`config.mk`:
```
export PLATFORM = sky130hd
export DESIGN_NAME = queue_capacity_credit_tracker
export DESIGN_NICKNAME = d
export VERILOG_FILES = /design/src/sv/qcct_pkg.sv /design/src/sv/qcct_update.sv /design/src/sv/queue_capacity_credit_tracker.sv
export VERILOG_INCLUDE_DIRS = /design/src /design/src/sv
export SDC_FILE = /design/constraint.sdc
export NUM_CORES = 1
export LEC_CHECK = 0
export BUFFER_PORTS_ARGS = -buffer_cell sky130_fd_sc_hd__buf_2
export CAP_MARGIN = 15
export CORE_AREA = 2 2 245 187
export CTS_BUF_LIST = sky130_fd_sc_hd__clkbuf_16
export CTS_CLUSTER_SIZE = 30
export DETAILED_ROUTE_END_ITERATION = 7
export DIE_AREA = 0 0 247 189
export PLACE_DENSITY = 0.45
export SYNTH_ARGS = -nofsm -noshare
export SYNTH_HDL_FRONTEND = slang
export SYNTH_SLANG_ARGS = --single-unit
```
`constraint.sdc`:
```
create_clock -name clk -period 9 [get_ports clk]
set_clock_uncertainty 0.2 [all_clocks]
set_input_delay 1.8 -clock clk [delete_from_list [all_inputs] [get_ports clk]]
set_output_delay 1.8 -clock clk [all_outputs]
set_load 0.05 [all_outputs]
```
`src/sv/assert_macros.svh`:
```
// Assertion helpers; the enclosing module provides clk and rst_n.
`ifndef ASSERT_MACROS_SVH
`define ASSERT_MACROS_SVH

// Checked on every rising edge outside reset.
`define ASSERT_CLK(lbl, prop, msg) \
  lbl: assert property (@(posedge clk) disable iff (!rst_n) (prop)) else $error(msg);

// Condition that must never be seen outside reset.
`define ASSERT_NEVER(lbl, cond, msg) \
  `ASSERT_CLK(lbl, !(cond), msg)

`endif

```
`src/sv/qcct_pkg.sv`:
```
package qcct_pkg;

  localparam int DEF_COUNT_BITS = 16;
  localparam int OUT_W          = 16;
  localparam int REQ_W          = 3;

  typedef enum logic [REQ_W-1:0] {
    REQ_RESERVE   = 3'd0,
    REQ_CANCEL    = 3'd1,
    REQ_COMMIT_RM = 3'd2,
    REQ_ATTEMPT_RM = 3'd3,
    REQ_RESIZE    = 3'd4
  } req_kind_t;

endpackage

```
`src/sv/qcct_update.sv`:
```
module qcct_update import qcct_pkg::*; #(
  parameter int COUNT_BITS = DEF_COUNT_BITS
) (
  input  logic [REQ_W-1:0]      req_type,
  input  logic [OUT_W-1:0]      new_capacity,
  input  logic [COUNT_BITS-1:0] free_cur,
  input  logic [COUNT_BITS-1:0] used_cur,
  input  logic [COUNT_BITS-1:0] debt_cur,
  input  logic [COUNT_BITS-1:0] max_cur,
  output logic [COUNT_BITS-1:0] free_nxt,
  output logic [COUNT_BITS-1:0] used_nxt,
  output logic [COUNT_BITS-1:0] debt_nxt,
  output logic [COUNT_BITS-1:0] max_nxt,
  output logic                  ok_nxt
);

  localparam int EW = (COUNT_BITS > OUT_W) ? COUNT_BITS : OUT_W;

  function automatic logic [COUNT_BITS-1:0] sat_add(input logic [COUNT_BITS-1:0] a,
                                                    input logic [COUNT_BITS-1:0] b);
    logic [COUNT_BITS:0] s;
    s = {1'b0, a} + {1'b0, b};
    return s[COUNT_BITS] ? {COUNT_BITS{1'b1}} : s[COUNT_BITS-1:0];
  endfunction

  function automatic logic [COUNT_BITS-1:0] sat_inc(input logic [COUNT_BITS-1:0] a);
    return (&a) ? a : a + 1'b1;
  endfunction

  req_kind_t             kind;
  logic [EW-1:0]         cap_ext;
  logic [COUNT_BITS-1:0] cap_sat;
  logic [COUNT_BITS-1:0] diff_up;
  logic [COUNT_BITS-1:0] diff_dn;
  logic [COUNT_BITS-1:0] paid;
  logic [COUNT_BITS-1:0] taken;

  assign kind    = req_kind_t'(req_type);
  assign cap_ext = EW'(new_capacity);
  // narrow counters clip the requested size
  assign cap_sat = (cap_ext > EW'({COUNT_BITS{1'b1}})) ? {COUNT_BITS{1'b1}}
                                                        : cap_ext[COUNT_BITS-1:0];
  assign diff_up = cap_sat - max_cur;
  assign diff_dn = max_cur - cap_sat;
  assign paid    = (debt_cur < diff_up) ? debt_cur : diff_up;
  assign taken   = (free_cur < diff_dn) ? free_cur : diff_dn;

  always_comb begin
    free_nxt = free_cur;
    used_nxt = used_cur;
    debt_nxt = debt_cur;
    max_nxt  = max_cur;
    ok_nxt   = 1'b0;
    unique case (kind) inside
      REQ_RESERVE: begin
        if (free_cur != '0) begin
          free_nxt = free_cur - 1'b1;
          used_nxt = sat_inc(used_cur);
          ok_nxt   = 1'b1;
        end
      end
      REQ_CANCEL: begin
        if (used_cur != '0) begin
          used_nxt = used_cur - 1'b1;
          free_nxt = sat_inc(free_cur);
          ok_nxt   = 1'b1;
        end
      end
      REQ_COMMIT_RM, REQ_ATTEMPT_RM: begin
        if (used_cur != '0) begin
          used_nxt = used_cur - 1'b1;
          // a released slot pays off debt before it becomes free
          if (debt_cur != '0) begin
            debt_nxt = debt_cur - 1'b1;
          end else begin
            free_nxt = sat_inc(free_cur);
          end
          ok_nxt = 1'b1;
        end
      end
      REQ_RESIZE: begin
        if (cap_sat > max_cur) begin
          debt_nxt = debt_cur - paid;
          free_nxt = sat_add(free_cur, diff_up - paid);
        end else if (cap_sat < max_cur) begin
          free_nxt = free_cur - taken;
          debt_nxt = sat_add(debt_cur, diff_dn - taken);
        end
        max_nxt = cap_sat;
        ok_nxt  = 1'b1;
      end
      default: begin
      end
    endcase
  end

endmodule

```
`src/sv/queue_capacity_credit_tracker.sv`:
```
// Capacity accounting for a bounded queue: free credits, occupied entries,
// overflow debt and the current maximum size.
// Input channel: in_valid/in_stall with in_req_type and in_new_capacity
// (resize only). Each request yields exactly one result on the out_ channel:
// out_ok plus the four counters as they stand after that request.
// An accepted request passes two register stages (request register, then
// counter/result register) before it is presented at out_valid.
// Throughput is one request per cycle while out_stall is low; the counter
// update in qcct_update is the only loop, so requests wait only on out_stall.
// When the receiver holds out_stall, the result and counters stay put, the
// request register fills, and then in_stall rises until the result is taken.
// Reset (rst_n low, synchronous) clears all counters to zero and empties
// both stages; a resize is needed before any reserve can succeed.
// Counters are COUNT_BITS wide and saturate; results show their low 16 bits.
module queue_capacity_credit_tracker import qcct_pkg::*; #(
  parameter int COUNT_BITS = DEF_COUNT_BITS
) (
  input  logic             clk,
  input  logic             rst_n,
  input  logic             in_valid,
  output logic             in_stall,
  input  logic [REQ_W-1:0] in_req_type,
  input  logic [OUT_W-1:0] in_new_capacity,
  output logic             out_valid,
  input  logic             out_stall,
  output logic             out_ok,
  output logic [OUT_W-1:0] out_free_credits,
  output logic [OUT_W-1:0] out_occupied,
  output logic [OUT_W-1:0] out_debt,
  output logic [OUT_W-1:0] out_capacity
);

  `include "assert_macros.svh"

  localparam int EW = (COUNT_BITS > OUT_W) ? COUNT_BITS : OUT_W;

  logic                  in_vld_r;
  logic [REQ_W-1:0]      req_r;
  logic [OUT_W-1:0]      cap_r;
  logic                  out_vld_r;
  logic                  ok_r;
  logic [COUNT_BITS-1:0] free_r, used_r, debt_r, max_r;
  logic [COUNT_BITS-1:0] free_nxt, used_nxt, debt_nxt, max_nxt;
  logic                  ok_nxt;
  logic                  in_take;
  logic                  load;
  logic [EW-1:0]         free_ext, used_ext, debt_ext, max_ext;

  // request moves into the result stage when that stage is empty or draining
  assign load     = in_vld_r && (!out_vld_r || !out_stall);
  assign in_stall = in_vld_r && !load;
  assign in_take  = in_valid && !in_stall;

  qcct_update #(
    .COUNT_BITS (COUNT_BITS)
  ) u_update (
    .req_type     (req_r),
    .new_capacity (cap_r),
    .free_cur     (free_r),
    .used_cur     (used_r),
    .debt_cur     (debt_r),
    .max_cur      (max_r),
    .free_nxt     (free_nxt),
    .used_nxt     (used_nxt),
    .debt_nxt     (debt_nxt),
    .max_nxt      (max_nxt),
    .ok_nxt       (ok_nxt)
  );

  always_ff @(posedge clk) begin
    if (!rst_n) begin
      in_vld_r <= 1'b0;
    end else if (in_take) begin
      in_vld_r <= 1'b1;
    end else if (load) begin
      in_vld_r <= 1'b0;
    end
  end

  always_ff @(posedge clk) begin
    if (in_take) begin
      req_r <= in_req_type;
      cap_r <= in_new_capacity;
    end
  end

  // the counters double as the result register
  always_ff @(posedge clk) begin
    if (!rst_n) begin
      out_vld_r <= 1'b0;
      free_r    <= '0;
      used_r    <= '0;
      debt_r    <= '0;
      max_r     <= '0;
      ok_r      <= 1'b0;
    end else if (load) begin
      out_vld_r <= 1'b1;
      free_r    <= free_nxt;
      used_r    <= used_nxt;
      debt_r    <= debt_nxt;
      max_r     <= max_nxt;
      ok_r      <= ok_nxt;
    end else if (!out_stall) begin
      out_vld_r <= 1'b0;
    end
  end

  assign free_ext = EW'(free_r);
  assign used_ext = EW'(used_r);
  assign debt_ext = EW'(debt_r);
  assign max_ext  = EW'(max_r);

  assign out_valid        = out_vld_r;
  assign out_ok           = ok_r;
  assign out_free_credits = free_ext[OUT_W-1:0];
  assign out_occupied     = used_ext[OUT_W-1:0];
  assign out_debt         = debt_ext[OUT_W-1:0];
  assign out_capacity     = max_ext[OUT_W-1:0];

  `ASSERT_NEVER(a_stall_needs_request, in_stall && !in_vld_r, "stall with empty request stage")
  `ASSERT_CLK(a_cap_only_on_resize, (load && req_r != REQ_RESIZE) |=> $stable(max_r), "capacity changed without resize")
  `ASSERT_CLK(a_reserve_takes_credit, (load && req_r == REQ_RESERVE && free_r != '0) |=> (ok_r && (free_r + 1'b1) == $past(free_r)), "reserve did not take a credit")
  `ASSERT_CLK(a_counters_hold, (!load) |=> ($stable(free_r) && $stable(used_r) && $stable(debt_r)), "counters moved without a request")

endmodule
```
# Yosys cells after proc, flatten, opt, wreduce, memory -nomap -nowiden
# Index checks and enable logic that the tools add are counted.
[op_classes] add_sub_neg=13 n_lt_le_gt_ge=5 n_eq_ne=13 n_mux=29 reduce_logical=24
[ops] op="16-bit two-way mux" count=19
[ops] op="16-bit subtractor" count=6
[ops] op="16-bit one-hot mux with 2 select lines" count=2
[ops] op="16-bit one-hot mux with 4 select lines" count=1
[ops] op="16-bit < comparator" count=3
[ops] op="16-bit nonzero test" count=3
[ops] op="16-bit by 1-bit subtractor with 16-bit output, second input constant" count=3
[ops] op="16-bit by 16-bit adder with 17-bit output" count=2
[ops] op="16-bit by 1-bit adder with 16-bit output, second input constant" count=2
[ops] op="16-bit AND reduction" count=2
[ops] op="16-bit greater-than comparator" count=1
[ops] op="16-bit greater-than comparator, second input constant" count=1
[ops] op="5-bit AND reduction" count=2
[ops] op="2-bit by 1-bit inequality test with 1-bit output, second input constant" count=4
[ops] op="2-bit inequality test, second input constant" count=4
[ops] op="7-bit AND reduction" count=1
[ops] op="3-bit by 2-bit equality test with 1-bit output, second input constant" count=2
[ops] op="1-bit two-way mux" count=6
[ops] op="2-bit nonzero test" count=3
[ops] op="1-bit zero test" count=4
[ops] op="4-bit nonzero test" count=1
[ops] op="3-bit by 1-bit equality test with 1-bit output, second input constant" count=1
[ops] op="3-bit equality test, second input constant" count=1
[ops] op="1-bit logical AND" count=3
[ops] op="other kinds (7)" count=7
[totals] ff_bits=86 input_bits=23 elab_cells=93

# Longest topological paths before layout
[depth] ltp_word=11 ltp_mapped=46

# Cells and area by module
# A second synthesis with hierarchy kept.
[unflattened] hier_cells=1892 area_unflattened_um2=13410.4
[by_module_without_submodules] mod="qcct_update" instances=1 cells_each=1583 area_each_um2=10127.2 seq_area_each_um2=0.0
[by_module_without_submodules] mod="queue_capacity_credit_tracker" instances=1 cells_each=309 area_each_um2=3283.1 seq_area_each_um2=1911.8

# Worst setup path after synthesis
# No wires, ideal clock.
[synth_timing] path_kind="reg2reg" startpoint="register max_r[8], in the netlist out_capacity[8]" endpoint="register free_r[10], in the netlist out_free_credits[10]" setup_time_ps=133 arrival_ps=8585 required_time_ps=8667 setup_slack_ps=82 path_stages_with_launch=42 path_buffers=6 synth_period_minus_slack_ps=8918 path_cell_list="dfxtp_1 -> inv_1 -> ha_1 -> buf_2 -> a21oi_1 -> o21ai_0 -> and2_1 -> o31a_1 -> o21ai_0 -> nor2b_1 -> o21ai_0 -> a21oi_1 -> xor2_1 -> ha_1 -> and4_1 -> a221o_1 -> a41o_1 -> or2_1 -> [6 not listed] -> ha_1 -> clkbuf_1 -> nor2_1 -> nor3_1 -> a211o_1 -> ha_1 -> a21o_1 -> a21oi_1 -> o21bai_1 -> a21oi_1 -> a21oi_1 -> a41o_1 -> o31ai_1 -> o21ai_0 -> or2_2 -> clkbuf_1 -> o311ai_0 -> o22ai_1"
[synth_via] elab_chain_len=8 word_cells_on_any_way=17
[synth_lines] element="start, declared" line="queue_capacity_credit_tracker.sv:42" rtl="logic [COUNT_BITS-1:0] free_r, used_r, debt_r, max_r;"
[synth_lines] element="start signal, assigned" line="queue_capacity_credit_tracker.sv:101" rtl="max_r <= max_nxt;"
[synth_lines] element="16-bit subtractor" line="qcct_update.sv:43" rtl="assign diff_up = cap_sat - max_cur;"
[synth_lines] element="16-bit < comparator" line="qcct_update.sv:45" rtl="assign paid = (debt_cur < diff_up) ? debt_cur : diff_up;"
[synth_lines] element="16-bit two-way mux" line="qcct_update.sv:45"
[synth_lines] element="16-bit subtractor" line="qcct_update.sv:84" rtl="free_nxt = sat_add(free_cur, diff_up - paid);"
[synth_lines] element="16-bit by 16-bit adder with 17-bit output" line="qcct_update.sv:22" rtl="s = {1'b0, a} + {1'b0, b};"
[synth_lines] element="16-bit two-way mux" line="qcct_update.sv:23" rtl="return s[COUNT_BITS] ? {COUNT_BITS{1'b1}} : s[COUNT_BITS-1:0];"
[synth_lines] element="16-bit two-way mux" line="qcct_update.sv:82" rtl="if (cap_sat > max_cur) begin"
[synth_lines] element="16-bit one-hot mux with 4 select lines" line="qcct_update.sv:54" rtl="unique case (kind) inside"
[synth_lines] element="end signal, assigned" line="queue_capacity_credit_tracker.sv:98" rtl="free_r <= free_nxt;"
[synth_lines] element="end, declared" line="queue_capacity_credit_tracker.sv:42"
# Parallel ways exist; a longest one is shown, timed or not. The select of a mux whose other input is x is not followed.
# A chain may end at the register's enable or synchronous reset.

# Worst setup path after layout
[layout_timing] startpoint="register cap_r[0]" endpoint="register free_r[1], in the netlist out_free_credits[1]"
[layout_via] elab_chain_len=10 word_cells_on_any_way=19
[layout_lines] element="start, declared" line="queue_capacity_credit_tracker.sv:39" rtl="logic [OUT_W-1:0] cap_r;"
[layout_lines] element="start signal, assigned" line="queue_capacity_credit_tracker.sv:83" rtl="cap_r <= in_new_capacity;"
[layout_lines] element="16-bit greater-than comparator" line="qcct_update.sv:41" rtl="assign cap_sat = (cap_ext > EW'({COUNT_BITS{1'b1}})) ? {COUNT_BITS{1'b1}}"
[layout_lines] element="16-bit two-way mux *" line="qcct_update.sv:41"
[layout_lines] element="16-bit subtractor" line="qcct_update.sv:43"
[layout_lines] element="16-bit < comparator" line="qcct_update.sv:45"
[layout_lines] element="16-bit two-way mux" line="qcct_update.sv:45"
[layout_lines] element="16-bit subtractor" line="qcct_update.sv:84"
[layout_lines] element="16-bit by 16-bit adder with 17-bit output" line="qcct_update.sv:22"
[layout_lines] element="16-bit two-way mux" line="qcct_update.sv:23"
[layout_lines] element="16-bit two-way mux" line="qcct_update.sv:82"
[layout_lines] element="16-bit one-hot mux with 4 select lines" line="qcct_update.sv:54"
# Every way passes the cells marked *; elsewhere a longest branch is shown, timed or not. The select of a mux whose other input is x is not followed.

==> results by group <==
Detailed routing
  – Initial drt markers: 1357
  – First-pass detailed-route iteration total: 6
  – Final wirelength: 57.8 mm
  – DRC violation count after routing: 0
  – Detailed-route wire length per cell: 23.4 um
  – Via density: 5.82
  – Antenna viol nets, final: 0
  – Vias after detailed routing: 14400

Worst setup path
  – Largest incremental delay on the critical path: 0.50 ns
  – Critical Path Start Type: register
  – Crit-path most repeated cell: sky130_fd_sc_hd__ha_1
  – Data required time at the worst endpoint: 9.09 ns
  – Type of destination of the critical path: register
  – Critical path start-end classification: reg -> reg
  – Slowest CP cell: sky130_fd_sc_hd__nor3_1
  – Arrival time at the worst endpoint: 8.51 ns
  – CP Max Fanout: 7

Clock network
  – Clock tree buffer depth: 2
  – Clock slew seen by the registers of the worst setup and hold paths: 0.08 ns
  – Number of buffers inserted during clock tree synthesis: 9
  – Clock network latency to the later pin of the worst-skew pair: 0.38 ns
  – Root Buffer: sky130_fd_sc_hd__clkbuf_16
  – Clock H-tree levels: 3
  – TritonCTS clock tree: done
  – Count of hold-fix buffers inserted at cts: 0
  – TritonCTS Sinks: 86

Global route
  – Wire length of the first global-routing pass: 85.9 mm
  – Vias in the first global route: 13200
  – Number of antenna violations at the first check in global routing: 1
  – Gr usage total: 24.5%
  – Largest net degree at the start of global routing: 45
  – Congestion Overflow GR: 0

Pwr
  – Peak supply drop: 0.0975 mV
  – Static Leakage: 6.54 nW
  – Power density normalized to cell area: 135 mW/mm2

Synthesis
  – Flip-flop and latch count after synthesis: 86
  – Number of instances in the synthesized netlist: 1791
  – Proportion of synthesized chip area in sequential cells: 14.6%
  – Fraction of synthesized cell area taken by the top area cell type: 14.3%
  – Number of distinct library cells after synthesis: 104
  – Commonest cells in the synthesized netlist: sky130_fd_sc_hd__a21oi_1, sky130_fd_sc_hd__nand2_1, sky130_fd_sc_hd__nor2_1, sky130_fd_sc_hd__ha_1, sky130_fd_sc_hd__inv_1
  – Post-synthesis mux area share: 1.73%
  – Net count after synthesis: 1970
  – Synth Area in Adders: 16.2%
  – Async set or reset register ratio after synthesis: 0%
  – Leading post-synthesis cells by cell area: sky130_fd_sc_hd__ha_1, sky130_fd_sc_hd__dfxtp_1, sky130_fd_sc_hd__a21oi_1
  – Per-instance average area after synthesis: 7.33 um2
  – Number of enable flip-flop cells after synthesis: 19
  – Total standard cell area after synthesis: 0.0131 mm2
  – Largest family of logic cells by synthesized area: compound AO/OA/AOI/OAI gates
  – Cell with the most instances after synthesis: sky130_fd_sc_hd__a21oi_1
  – Xor and xnor area share after synthesis: 7.71%
  – Cell type with the largest total area after synthesis: sky130_fd_sc_hd__ha_1
  – Area fraction in and, or, nand and nor cells after synthesis: 21.6%
  – Yosys warning total: 0
  – Top_reg_cell synth: sky130_fd_sc_hd__dfxtp_1
  – Complex-gate fraction of the synthesized area: 32.4%

Layout
  – Post-Route Utilization: 33.7%
  – Fraction of final layout cells with drive strength greater than 1: 14.2%
  – Area growth from synthesis to final layout: 13.5%
  – Count of antenna diodes in the layout: 0
  – Final std cells w/o fill: 2474
  – Total Nets Final: 2062

Floorplanning
  – Starting utilization of the core area: 29.7%
  – Number of top-level pins: 90
  – Die Y: 189 um
  – Core area: 0.0442 mm2
  – Number of placement rows: 67
  – Die X-Extent: 247 um
  – Die area: 0.0467 mm2

STA
  – Slew @ Worst Pin: 1.15 ns
  – Final Hold Vio Count: 0
  – Final setup vio count: 0
  – Final-layout worst hold slack: 0.286 ns
  – Part of the cycle the worst path needs: 93.6%
  – Peak Freq: 119 MHz
  – Number of max-slew violations in the final report: 0
  – Time the worst path needs with I/O delays and setup: 8.42 ns
  – Worst slew slack as a fraction of its limit: 23.6%

Job
  – Count of maximum capacitance violations: 0

Place
  – Placed insts: 2458
  – Placer Congestion: 1.02
  – IO buf count: 89
  – Total half-perimeter wirelength after legalization and detailed placement: 46.1 mm

Hold path
  – Worst min path class: reg -> reg

Run status
  – Status: finished, final reports clean
sequential cells by signal, summed over array words and instances (netlist names):
signal	count
cap_r	16
out_capacity	16
out_debt	16
out_free_credits	16
out_occupied	16
req_r	3
in_vld_r	1
out_ok	1
out_valid	1
worst max-delay path, delay by kind of cell, from the launching register on:
family,cells,cell delay [ns]
AO/OA/AOI/OAI,18,3.96
XOR/XNOR,1,0.20
adder cells (fa/ha/maj),6,1.51
buffers and inverters,3,0.24
flip-flops,1,0.42
AND/OR/NAND/NOR,7,1.79
power breakdown:
group	total (mW)	switching [mW]	internal [mW]	leakage, nW
clock	0.380	0.191	0.189	0.140
combinational	1.18	0.761	0.422	5.67
sequential	0.443	0.0303	0.413	0.728
metrics by stage:
step	setup slack (ns)	TNS (ns)	total power [mW]	instance area, um2
final	0.578	0	2.01	14900
after detailed placement	0.341	0	1.60	14500
after floorplan	0.0821	0	1.23	13100
after global placement	0.289	0	1.60	14500
after CTS	0.274	0	1.99	14800
after global routing	-0.0119	-0.0119	2.13	14900
layout make-up:
type | instances | area, um2
well taps | 586 | 733
repair buffers | 160 | 978
inverters | 114 | 428
multi-input cells | 1512 | 10600
clock inverters | 7 | 48.8
flip-flops and latches | 86 | 1910
clock buffers | 9 | 225
fillers | 4768 | 29300
cell families (layout without fill, tap and decap cells):
group	after synthesis	after routing
AO/OA/AOI/OAI	627	627
adder cells (fa/ha/maj)	168	168
AND/OR/NAND/NOR	589	589
flip-flops	86	86
multiplexers	22	22
XOR/XNOR	106	106
buffers and inverters	193	290
what timing repair did:
action / 4_1_cts / 5_1_grt
gates resized for setup: 0 / 21
endpoints found under the hold margin: 0 / 0
endpoints found under the setup margin: 0 / 31
setup buffers: 0 / 0
final timing paths:
check / startpoint / end / slack, ns / cells after the start
worst max-delay path: cap_r[0] / out_free_credits[1] / 0.58 / 35
worst min-delay path: out_capacity[15] / out_capacity[15] / 0.29 / 2
worst min register to register: out_capacity[15] / out_capacity[15] / 0.29 / 2
worst max register to register: cap_r[0] / out_free_credits[1] / 0.58 / 35
layer usage:
layer / vias up / GRT usage [%] / wire [um]
met1: 6964 / 36.5 / 28500
met2: 524 / 35.3 / 23700
li1: 6851 / - / -
met4: 0 / 6.12 / 1370
met5: - / 0 / 0
met3: 61 / 5.02 / 4300
placed cells by master, fill, tap and decap left out, types with 10 or more instances in the layout:
| master | Yosys | final |
|---|---|---|
| sky130_fd_sc_hd__nand2_1 | 168 | 168 |
| sky130_fd_sc_hd__a211o_1 | 10 | 10 |
| sky130_fd_sc_hd__xnor2_1 | 64 | 62 |
| sky130_fd_sc_hd__o211ai_1 | 12 | 12 |
| sky130_fd_sc_hd__buf_2 | 16 | 89 |
| sky130_fd_sc_hd__nor3_1 | 50 | 49 |
| sky130_fd_sc_hd__o22ai_1 | 20 | 20 |
| sky130_fd_sc_hd__a21o_1 | 38 | 38 |
| sky130_fd_sc_hd__nand4_1 | 19 | 19 |
| sky130_fd_sc_hd__and3_1 | 14 | 14 |
| sky130_fd_sc_hd__xor2_1 | 35 | 35 |
| sky130_fd_sc_hd__inv_1 | 113 | 113 |
| sky130_fd_sc_hd__o21bai_1 | 23 | 22 |
| sky130_fd_sc_hd__nor4_1 | 21 | 21 |
| sky130_fd_sc_hd__a21oi_1 | 182 | 178 |
| sky130_fd_sc_hd__o21ai_0 | 104 | 102 |
| sky130_fd_sc_hd__o21a_1 | 24 | 24 |
| sky130_fd_sc_hd__nor2b_1 | 15 | 14 |
| sky130_fd_sc_hd__and2_1 | 12 | 12 |
| sky130_fd_sc_hd__o221ai_1 | 11 | 11 |
| sky130_fd_sc_hd__buf_4 | 0 | 71 |
| sky130_fd_sc_hd__a31oi_1 | 25 | 25 |
| sky130_fd_sc_hd__nand2b_1 | 18 | 18 |
| sky130_fd_sc_hd__a31o_2 | 10 | 10 |
| sky130_fd_sc_hd__mux2i_1 | 17 | 17 |
| sky130_fd_sc_hd__or2_2 | 15 | 15 |
| sky130_fd_sc_hd__nor2_1 | 166 | 163 |
| sky130_fd_sc_hd__dfxtp_1 | 67 | 67 |
| sky130_fd_sc_hd__edfxtp_1 | 19 | 19 |
| sky130_fd_sc_hd__or3_1 | 14 | 14 |
| sky130_fd_sc_hd__maj3_1 | 10 | 10 |
| sky130_fd_sc_hd__a211oi_1 | 22 | 21 |
| sky130_fd_sc_hd__nand3_1 | 36 | 36 |
| sky130_fd_sc_hd__o31ai_1 | 14 | 11 |
| sky130_fd_sc_hd__ha_1 | 150 | 148 |
No activity file was read; power rests on OpenSTA's default activity.
